--- config.mk ---
export PLATFORM = sky130hd
export DESIGN_NAME = rtcm3_frame_encoder_top
export DESIGN_NICKNAME = d
export VERILOG_FILES = /design/src/design/rtcm3fe_pkg.sv /design/src/design/rtcm3fe_core.sv /design/src/design/rtcm3fe_serializer.sv /design/src/design/rtcm3_frame_encoder_top.sv
export SDC_FILE = /design/constraint.sdc
export NUM_CORES = 1
export LEC_CHECK = 0
export ABC_AREA = 1
export ABC_CLOCK_PERIOD_IN_PS = 3100
export BUFFER_PORTS_ARGS = -buffer_cell sky130_fd_sc_hd__buf_2
export CAP_MARGIN = 20
export CORE_MARGIN = 5
export CORE_UTILIZATION = 30
export DETAILED_ROUTE_END_ITERATION = 8
export PLACE_DENSITY = 0.57
export REMOVE_ABC_BUFFERS = 1
export SYNTH_ARGS = -nofsm -noshare
export SYNTH_HDL_FRONTEND = slang
export SYNTH_SLANG_ARGS = --single-unit
--- constraint.sdc ---
create_clock -name clk -period 3.1 [get_ports clk]
set_clock_uncertainty 0.15 [all_clocks]
set_input_delay 0.31 -clock clk [delete_from_list [all_inputs] [get_ports clk]]
set_output_delay 0.31 -clock clk [all_outputs]
set_load 0.05 [all_outputs]
--- src/design/rtcm3fe_pkg.sv ---
// Shared types, constants and CRC-24Q byte update for the RTCM3 frame encoder.
`default_nettype none
package rtcm3fe_pkg;

  localparam int unsigned MaxBeats = 6;
  localparam int unsigned BeatW    = 3;

  localparam logic [7:0]  SYNC_BYTE = 8'hD3;
  localparam logic [23:0] CRC_POLY  = 24'h864CFB;

  typedef enum logic {
    OP_START   = 1'b0,
    OP_PAYLOAD = 1'b1
  } opcode_t;

  // Burst of result bytes produced by one request, oldest byte in slot 0.
  typedef struct packed {
    logic [MaxBeats-1:0][7:0] bytes;
    logic [BeatW-1:0]         count;
    logic                     has_crc;  // burst closes with the CRC bytes
    logic                     err;      // stray payload byte
  } burst_t;

  // Bitwise CRC-24Q over one byte, MSB first.
  function automatic logic [23:0] crc_feed(input logic [23:0] crc, input logic [7:0] b);
    logic [24:0] c;
    c = {1'b0, crc ^ {b, 16'h0000}};
    for (int i = 0; i < 8; i++) begin
      c = {c[23:0], 1'b0};
      if (c[24]) begin
        c = c ^ {1'b1, CRC_POLY};
      end
    end
    return c[23:0];
  endfunction

  // CRC after the sync byte alone; folded at elaboration.
  localparam logic [23:0] CRC_SYNC = crc_feed(24'h000000, SYNC_BYTE);

endpackage
`default_nettype wire

--- src/design/rtcm3fe_core.sv ---
// Frame state and CRC tracking; builds the result burst for each request.
`default_nettype none
module rtcm3fe_core (
  input  wire logic                clk,
  input  wire logic                rst_n,
  input  wire logic                accept,
  input  wire logic                opcode,
  input  wire logic [9:0]          frame_length,
  input  wire logic [7:0]          payload_byte,
  output rtcm3fe_pkg::burst_t      burst
);

  logic [23:0] crc_r, crc_nxt;
  logic [9:0]  remain_r, remain_nxt;
  logic        open_r, open_nxt;

  logic [7:0]  h1;
  logic [23:0] crc_hdr;
  logic [23:0] crc_pay;
  logic [9:0]  remain_dec;

  assign h1         = {6'b000000, frame_length[9:8]};
  assign crc_hdr    = rtcm3fe_pkg::crc_feed(rtcm3fe_pkg::crc_feed(rtcm3fe_pkg::CRC_SYNC, h1),
                                            frame_length[7:0]);
  assign crc_pay    = rtcm3fe_pkg::crc_feed(crc_r, payload_byte);
  assign remain_dec = remain_r - 10'd1;

  always_comb begin
    burst      = '0;
    crc_nxt    = crc_r;
    remain_nxt = remain_r;
    open_nxt   = open_r;
    priority if (opcode == rtcm3fe_pkg::OP_START) begin
      burst.bytes[0] = rtcm3fe_pkg::SYNC_BYTE;
      burst.bytes[1] = h1;
      burst.bytes[2] = frame_length[7:0];
      burst.bytes[3] = crc_hdr[23:16];
      burst.bytes[4] = crc_hdr[15:8];
      burst.bytes[5] = crc_hdr[7:0];
      burst.has_crc  = (frame_length == 10'd0);
      burst.count    = burst.has_crc ? 3'd6 : 3'd3;
      crc_nxt        = crc_hdr;
      remain_nxt     = frame_length;
      open_nxt       = (frame_length != 10'd0);
    end else if (!open_r) begin
      burst.err   = 1'b1;
      burst.count = 3'd1;
    end else begin
      burst.bytes[0] = payload_byte;
      burst.bytes[1] = crc_pay[23:16];
      burst.bytes[2] = crc_pay[15:8];
      burst.bytes[3] = crc_pay[7:0];
      burst.has_crc  = (remain_dec == 10'd0);
      burst.count    = burst.has_crc ? 3'd4 : 3'd1;
      crc_nxt        = crc_pay;
      remain_nxt     = remain_dec;
      open_nxt       = (remain_dec != 10'd0);
    end
  end

  always_ff @(posedge clk) begin
    if (!rst_n) begin
      crc_r    <= '0;
      remain_r <= '0;
      open_r   <= 1'b0;
    end else if (accept) begin
      crc_r    <= crc_nxt;
      remain_r <= remain_nxt;
      open_r   <= open_nxt;
    end
  end

endmodule
`default_nettype wire

--- src/design/rtcm3fe_serializer.sv ---
// Result register: holds one burst and sends it out a byte per beat.
`default_nettype none
module rtcm3fe_serializer (
  input  wire logic                clk,
  input  wire logic                rst_n,
  input  wire logic                load,
  input  wire rtcm3fe_pkg::burst_t burst,
  output logic                     can_load,
  output logic                     out_valid,
  input  wire logic                out_ready,
  output logic [7:0]               out_byte,
  output logic                     last_of_run,
  output logic                     frame_end,
  output logic                     error
);

  logic [rtcm3fe_pkg::MaxBeats-1:0][7:0] bytes_r, bytes_nxt;
  logic [rtcm3fe_pkg::BeatW-1:0]         count_r;
  logic                                  has_crc_r;
  logic                                  err_r;
  logic                                  take;

  assign out_valid   = (count_r != '0);
  assign take        = out_valid && out_ready;
  assign last_of_run = (count_r == 3'd1);
  assign can_load    = !out_valid || (take && last_of_run);
  assign out_byte    = bytes_r[0];
  assign frame_end   = has_crc_r && last_of_run;
  assign error       = err_r;

  always_comb begin
    for (int i = 0; i < rtcm3fe_pkg::MaxBeats - 1; i++) begin
      bytes_nxt[i] = bytes_r[i+1];
    end
    bytes_nxt[rtcm3fe_pkg::MaxBeats-1] = 8'h00;
  end

  always_ff @(posedge clk) begin
    if (!rst_n) begin
      count_r <= '0;
    end else if (load) begin
      count_r <= burst.count;
    end else if (take) begin
      count_r <= count_r - 3'd1;
    end
  end

  always_ff @(posedge clk) begin
    if (load) begin
      bytes_r   <= burst.bytes;
      has_crc_r <= burst.has_crc;
      err_r     <= burst.err;
    end else if (take) begin
      bytes_r   <= bytes_nxt;
    end
  end

endmodule
`default_nettype wire

--- src/design/rtcm3_frame_encoder_top.sv ---
// Top level of the RTCM3 frame encoder with CRC-24Q.
// Latency: first result byte is valid the cycle after its request is accepted.
// Throughput: one result byte per cycle when not stalled; a request yields 1, 3, 4 or
// 6 bytes; the next request is taken in the same cycle its predecessor's last byte leaves.
// Single-byte requests (open-frame payload, stray bytes) stream at one per unstalled cycle.
// Reset clears the frame state (CRC, remaining count, open flag) and drops pending bytes.
`default_nettype none
module rtcm3_frame_encoder_top (
  input  wire logic        clk,
  input  wire logic        rst_n,
  input  wire logic        in_tvalid,
  output logic             in_tready,
  input  wire logic [23:0] in_tdata,   // [9:0] frame_length, [17:10] payload_byte, rest zero
  input  wire logic        in_tuser,   // [0] opcode
  output logic             out_tvalid,
  input  wire logic        out_tready,
  output logic [7:0]       out_tdata,  // [7:0] out_byte
  output logic             out_tlast,  // last_of_run
  output logic [1:0]       out_tuser   // [0] frame_end, [1] error
);

  rtcm3fe_pkg::burst_t burst;
  logic                accept;
  logic                can_load;
  logic                frame_end;
  logic                error;

  assign in_tready = can_load;
  assign accept    = in_tvalid && can_load;
  assign out_tuser = {error, frame_end};

  rtcm3fe_core u_core (
    .clk          (clk),
    .rst_n        (rst_n),
    .accept       (accept),
    .opcode       (in_tuser),
    .frame_length (in_tdata[9:0]),
    .payload_byte (in_tdata[17:10]),
    .burst        (burst)
  );

  rtcm3fe_serializer u_ser (
    .clk         (clk),
    .rst_n       (rst_n),
    .load        (accept),
    .burst       (burst),
    .can_load    (can_load),
    .out_valid   (out_tvalid),
    .out_ready   (out_tready),
    .out_byte    (out_tdata),
    .last_of_run (out_tlast),
    .frame_end   (frame_end),
    .error       (error)
  );

endmodule
`default_nettype wire

==> results of run 1 <==
stage by stage:
step,instance area (um2),power [mW],hold WS (ps)
after floorplan,5650,4.55,298
after global placement,6290,5.36,333
after detailed placement,6290,5.40,333
after CTS,6610,6.54,142
after global routing,6610,7.00,146
final,6610,6.51,149
power by group through the flow:
stage                     Clock [mW]  Sequential (mW)  Combinational [mW]
after floorplan                    0             2.31                2.24
final                           1.13             2.10                3.28
after global placement             0             2.11                3.25
after global routing            1.19             2.15                3.66
after CTS                       1.15             2.10                3.30
after detailed placement           0             2.12                3.28
routing by layer:
layer  vias up  part of all wire (%)
met4         0                   2.1
met1      2187                    47
met3        19                   5.5
met2       142                    46
li1       2474                     -
met5         -                     0
cell families (layout without fill, tap and decap cells):
family,Yosys count,count (layout),synth area share (%)
AOI/OAI and AO/OA,147,147,14.7
xor gates and xnor gates,66,66,11.3
adders and majority gates,6,6,1.29
buffers and inverters,111,143,7.80
DFF,88,88,38.9
and+or+nand+nor,300,300,26.0
state kept, by name, summed over array words and instances (netlist names):
name and cells:
u_ser.error 1, u_core.remain_r 10, u_core.open_r 1, u_ser.has_crc_r 1
u_ser.bytes_nxt 40, u_core.crc_r 24, u_ser.count_r 3, u_ser.out_byte 8
worst paths after layout:
kind | startpoint | endpoint | slack, ps
min | in_tdata[11] | u_ser.out_byte[1]$_DFFE_PP_ | 150
max | u_core.crc_r[22]$_SDFFE_PN0P_ | u_ser.bytes_nxt[14]$_DFFE_PP_ | 480
max reg2reg | u_core.crc_r[22]$_SDFFE_PN0P_ | u_ser.bytes_nxt[14]$_DFFE_PP_ | 480
min reg2reg | u_core.crc_r[6]$_SDFFE_PN0P_ | u_core.crc_r[6]$_SDFFE_PN0P_ | 360
final cells by class:
cell class              count  area [um2]
repair buffers             51         308
clock inverters             4        32.5
multi-input cells         519        3110
clock buffers              12         278
flip-flops and latches     88        2260
inverters                  76         288
fillers                  2067       12700
well taps                 265         332
layout by cell type, fill, tap and decap left out, types with 15 or more instances in the layout:
master,Yosys,layout
nand2_1,142,141
o21ai_0,64,64
inv_1,64,63
nand3_1,54,54
xor2_1,50,50
edfxtp_1,50,50
nor2_1,38,38
dfxtp_1,38,38
buf_2,4,35
a21oi_1,26,26
nand2_2,18,19
a31oi_1,19,19
nand3_2,15,15
buf_4,4,15
==> run_results.csv, run 1 <==
group,metric,value,unit
outcome,status,"completed",
synth,syn_area,0.00582,mm2
grt,grt_pass1_wl,25500,um
cells_and_area,diodes,0,
clock_tree,cts_num_sinks,88,
setup_path,required,3100,ps
setup_path,cp_max_fo,5,
placement,dp_hpwl,12100,um
floorplan,start_util,30.2,%
setup_path,cp_data_arrival_time,2620,ps
synth,seq_area_frac_synth,38.9,%
clock_tree,h-tree-depth,3,
timing,max_freq,381,MHz
hold_path,hold_class,"primary input to flop",
clock_tree,cts_setup_buffers,0,
grt,grt_start_max_net_pins,44,
drt,vias_per_cell,4.75,
floorplan,dieHeight,149,um
timing,period_minus_slack,2620,ps
synth,synth_cells,718,
synth,ys_top_cells_by_count,"142 x nand2_1, 64 x inv_1, 64 x o21ai_0, 54 x nand3_1",
grt,grt.overflow.total,0,
synth,synth_area_leaders,"edfxtp_1 26%, dfxtp_1 13%, nand2_1 9.2%",
placement,gp_congestion,0.857,
drt,ant_nets,0,
power,swShare,44.4,%
setup_path,end_kind,"flop",
setup_path,path_cells,"inv_1, nand2_1, nand2_1, nand2_2, nand2_4, nand2_2, nand3_1, nand3_1, nand3_1, nand2_2, nand2_2, nand3_4, nand2_2, nand2_1, nand3_1, o21ai_1",
cells_and_area,final_layout_size_suffix_gt1_share,17.9,%
grt,grt_antenna_before_repair,0,
setup_path,cp.buffers_inverters,1,
power,clockPowerShare,17.3,%
drt,wire_per_inst,15.7,um
synth,synthArstFlopShare,0,%
synth,yosysTopAreaCellShare,25.8,%
cells_and_area,areaGrowthSynthToFinish,13.5,%
setup_path,cp.depth,16,
grt,met2_usage,23.6,%
power,ir_drop,319,uV
synth,yosysMostFrequentCell,"nand2_1",
clock_tree,cts_tree,"built",
clock_tree,cts_hold_buf,0,
timing,finalHoldViolCount,0,
synth,synth.avg_cell_area,8.10,um2
synth,yosysTopAreaCell,"edfxtp_1",
setup_path,worstSetupPathType,"flop to flop",
power,p_int,3.62,mW
drt,post-route-drc-count,0,
floorplan,die_w,149,um
synth,yosysWarnings,0,
grt,grt_pass1_vias,4623,
power,leakagePower,2.84,nW
drt,vias,4822,
timing,period_share,84.6,%
floorplan,core,0.0193,mm2
timing,setup_slack,477,ps
timing,finalSetupTns,0,ps
clock_tree,path_clk_slew,70,ps
drt,first_pass_iters,5,
floorplan,dieArea,0.0223,mm2
power,comb_power_share,50.4,%
power,seqPwrFrac,32.3,%
timing,tightest_slew,675,ps
placement,place_ws,199,ps
timing,setup_viol,0,
setup_path,cpMaxStageDelayCell,"dfxtp_1",
synth,ys.flop_type,"edfxtp_1",
cells_and_area,post-route-util,34.3,%
clock_tree,cts_buffer_depth,2,
drt,first_iter_violations,320,
cells_and_area,nNetsFinal,780,
timing,maxSlewHeadroom,55.0,%
timing,maxSlewViolCount,0,
job,maxCapViolCount,0,
cells_and_area,stdcell_count,1015,
placement,place_inst,999,
clock_tree,cts_buffers,9,
synth,synth_edf_count,50,
clock_tree,cts_root_buf,"clkbuf_16",
setup_path,reg2reg_depth,16,
synth,yosys.cell_types.count,48,
hold_path,whs_path_depth,2,
timing,rsz0062_at_grt,"no",
clock_tree,postCtsResizedCells,0,
floorplan,rows,51,
synth,ys_ff_latch,88,
power,power_density,985,mW/mm2
grt,grt_use_met1,20.4,%
setup_path,critical-path-top-delay-family,"simple AND/OR/NAND/NOR gates",
setup_path,cp-start-kind,"flop",
grt,grtUsageMet3,2.34,%
grt,track_usage,14.6,%
placement,port-buffer-count,35,
drt,drt-total-wl,15900,um
grt,grt-busiest-layer,"met2",
floorplan,io_pins,42,
power,p_sw,2.89,mW
setup_path,crit_top_cell,"nand2_2",
clock_tree,clock_latency,340,ps
setup_path,cpPeakStageDelay,370,ps
Power figures use the tool's default switching activity.
==> run 2, diff against run 1 <==
- ABC_CLOCK_PERIOD_IN_PS: 3100 -> 2330
- PLACE_DENSITY: 0.57 -> 0.59
- clock period: 3.1 -> 2.33 ns (I/O delays scaled with it)
==> run 2 against run 1 <==
Net effect:
- final area increased by 15%
- sequential share of layout area decreased by 4.3 points
- global-route usage is 1.1 points higher
- critical path type unchanged
==> run_results.csv, run 2 (same netlist as run 1, synthesis figures left out) <==
group,metric,value,unit
cells_and_area,diodes,0,
drt,post-route-drc-count,0,
timing,max_freq,442,MHz
setup_path,path_cells,"xor2_2, buf_4, inv_4, nand3_4, nand3_2, nand3_4, nand3_4, nand3_4, buf_4, nand3_1, nand3_1, nand2_1, nor2_2, nand2_1, nand2_1",
grt,grt_antenna_before_repair,0,
cells_and_area,post-route-util,39.3,%
setup_path,cpMaxStageDelayCell,"dfxtp_2",
timing,finalSetupTns,0,ps
setup_path,cpPeakStageDelay,330,ps
drt,vias,5198,
cells_and_area,final_cell_mix,"130 x nand2_1, 76 x buf_4, 63 x o21ai_0, 59 x inv_1, 50 x edfxtp_1",
timing,setup_viol,0,
clock_tree,path_clk_slew,60,ps
job,maxCapViolCount,0,
clock_tree,cts_buffer_depth,2,
power,ir_drop,557,uV
setup_path,critical-path-top-delay-family,"simple AND/OR/NAND/NOR gates",
floorplan,io_pins,42,
drt,first_pass_iters,5,
placement,port-buffer-count,35,
setup_path,cp-start-kind,"flop",
drt,vias_per_cell,4.80,
drt,first_iter_violations,364,
clock_tree,h-tree-depth,3,
setup_path,crit_top_cell,"nand3_4",
timing,period_share,97.1,%
timing,tightest_slew,496,ps
placement,gp_congestion,0.879,
clock_tree,cts_tree,"built",
cells_and_area,areaGrowthSynthToFinish,30.2,%
placement,dp_hpwl,12800,um
drt,wire_per_inst,16.4,um
cells_and_area,n_fill_cell,1975,
clock_tree,clock_latency,350,ps
setup_path,cp_data_arrival_time,2210,ps
cells_and_area,final_layout_size_suffix_gt1_share,30.4,%
floorplan,rows,51,
cells_and_area,largest_reg_flops,40,
floorplan,core,0.0193,mm2
setup_path,cp_max_fo,4,
floorplan,start_util,30.2,%
setup_path,required,2280,ps
timing,maxSlewViolCount,0,
drt,drt-total-wl,17800,um
floorplan,die_w,149,um
cells_and_area,layout_commonest_cell,"nand2_1",
timing,rsz0062_at_grt,"yes",
setup_path,cp.buffers_inverters,3,
grt,grt_start_max_net_pins,48,
cells_and_area,nNetsFinal,849,
clock_tree,cts_num_sinks,88,
hold_path,hold_class,"primary input to flop",
timing,period_minus_slack,2260,ps
grt,grt_pass1_wl,27400,um
clock_tree,cts_hold_buf,0,
grt,grt.overflow.total,0,
timing,finalHoldViolCount,0,
grt,track_usage,15.8,%
floorplan,dieArea,0.0223,mm2
drt,ant_nets,0,
clock_tree,cts_buffers,9,
power,leakagePower,3.30,nW
outcome,status,"completed",
clock_tree,cts_root_buf,"clkbuf_16",
setup_path,end_kind,"flop",
power,power_density,1310,mW/mm2
setup_path,worstSetupPathType,"flop to flop",
floorplan,dieHeight,149,um
timing,maxSlewHeadroom,66.6,%
grt,grt_pass1_vias,4923,
==> run 2: changes by cell type in the layout (fill, tap and decap cells not counted), moves of 4 or more <==
cell	change
xor2_1	-4
nand2_1	-11
nand2_2	-4
buf_6	+4
buf_4	+61
xor2_2	+4
buf_12	+4
nand2_4	+15
nand3_4	+13
inv_1	-4
nand3_1	-16
==> run 2: what timing repair did <==
item,4_1_cts,5_1_grt
pin swaps,2,25
resized for setup,10,76
setup endpoints to repair,9,60
setup buffers,0,3
==> run 2: routing by layer <==
metal  part of all wire [%]  GRT usage, %  vias up
li1                       -             -     2613
met1                     47          22.6     2435
met2                     45          24.2      125
met3                    5.2          2.34       25
met4                    2.6          5.40        0
met5                      0             0        -
==> run 2: metrics by stage <==
step | instance area (um2) | std cells | worst slack [ps] | total power, mW | hold slack, ps
finish | 7570 | 1084 | 66.6 | 9.91 | 57.4
global route | 7570 | 1084 | -122 | 10.6 | 51.7
CTS | 7200 | 1081 | 24.3 | 9.43 | 53.1
detailed placement | 6840 | 1065 | -332 | 7.78 | 353
global placement | 6840 | 1065 | -294 | 7.73 | 337
floorplan | 5650 | 683 | -2420 | 6.05 | 221
==> run 2: power breakdown <==
group          switching (mW)  internal (mW)  total, mW
Combinational            3.46           2.05       5.51
Clock                   0.629          0.963       1.59
Sequential              0.267           2.55       2.81
Total                    4.35           5.56       9.91
==> run 2: path summary, 6_finish.rpt <==
kind / start / endpoint / slack [ps] / cells after the start
max: u_core.crc_r[21]$_SDFFE_PN0P_ / u_ser.bytes_nxt[1]$_DFFE_PP_ / 70 / 15
min: in_tdata[10] / u_ser.out_byte[0]$_DFFE_PP_ / 60 / 2
min reg2reg: u_core.remain_r[1]$_SDFFE_PN0P_ / u_core.remain_r[1]$_SDFFE_PN0P_ / 370 / 2
max reg2reg: u_core.crc_r[21]$_SDFFE_PN0P_ / u_ser.bytes_nxt[1]$_DFFE_PP_ / 70 / 15
==> run 2: layout make-up <==
type                       instances  area (um2)  share of cell area (%)
timing repair buffer             120         891                    11.8
multi-input combinational        519        3470                    45.8
sequential                        88        2270                    29.9
clock inverter                     6        82.6                    1.09
clock buffer                      10         239                    3.15
inverter                          76         297                    3.91
tap                              265         332                    4.38
==> run 2: worst register-to-register path: stages (launching register included) <==
cell and delay [ps]:
dfxtp_2 330, xor2_2 160, buf_4 170, inv_4 90, nand3_4 80, nand3_2 100, nand3_4 120, nand3_4 150
nand3_4 100, buf_4 140, nand3_1 100, nand3_1 80, nand2_1 80, nor2_2 50, nand2_1 50, nand2_1 60
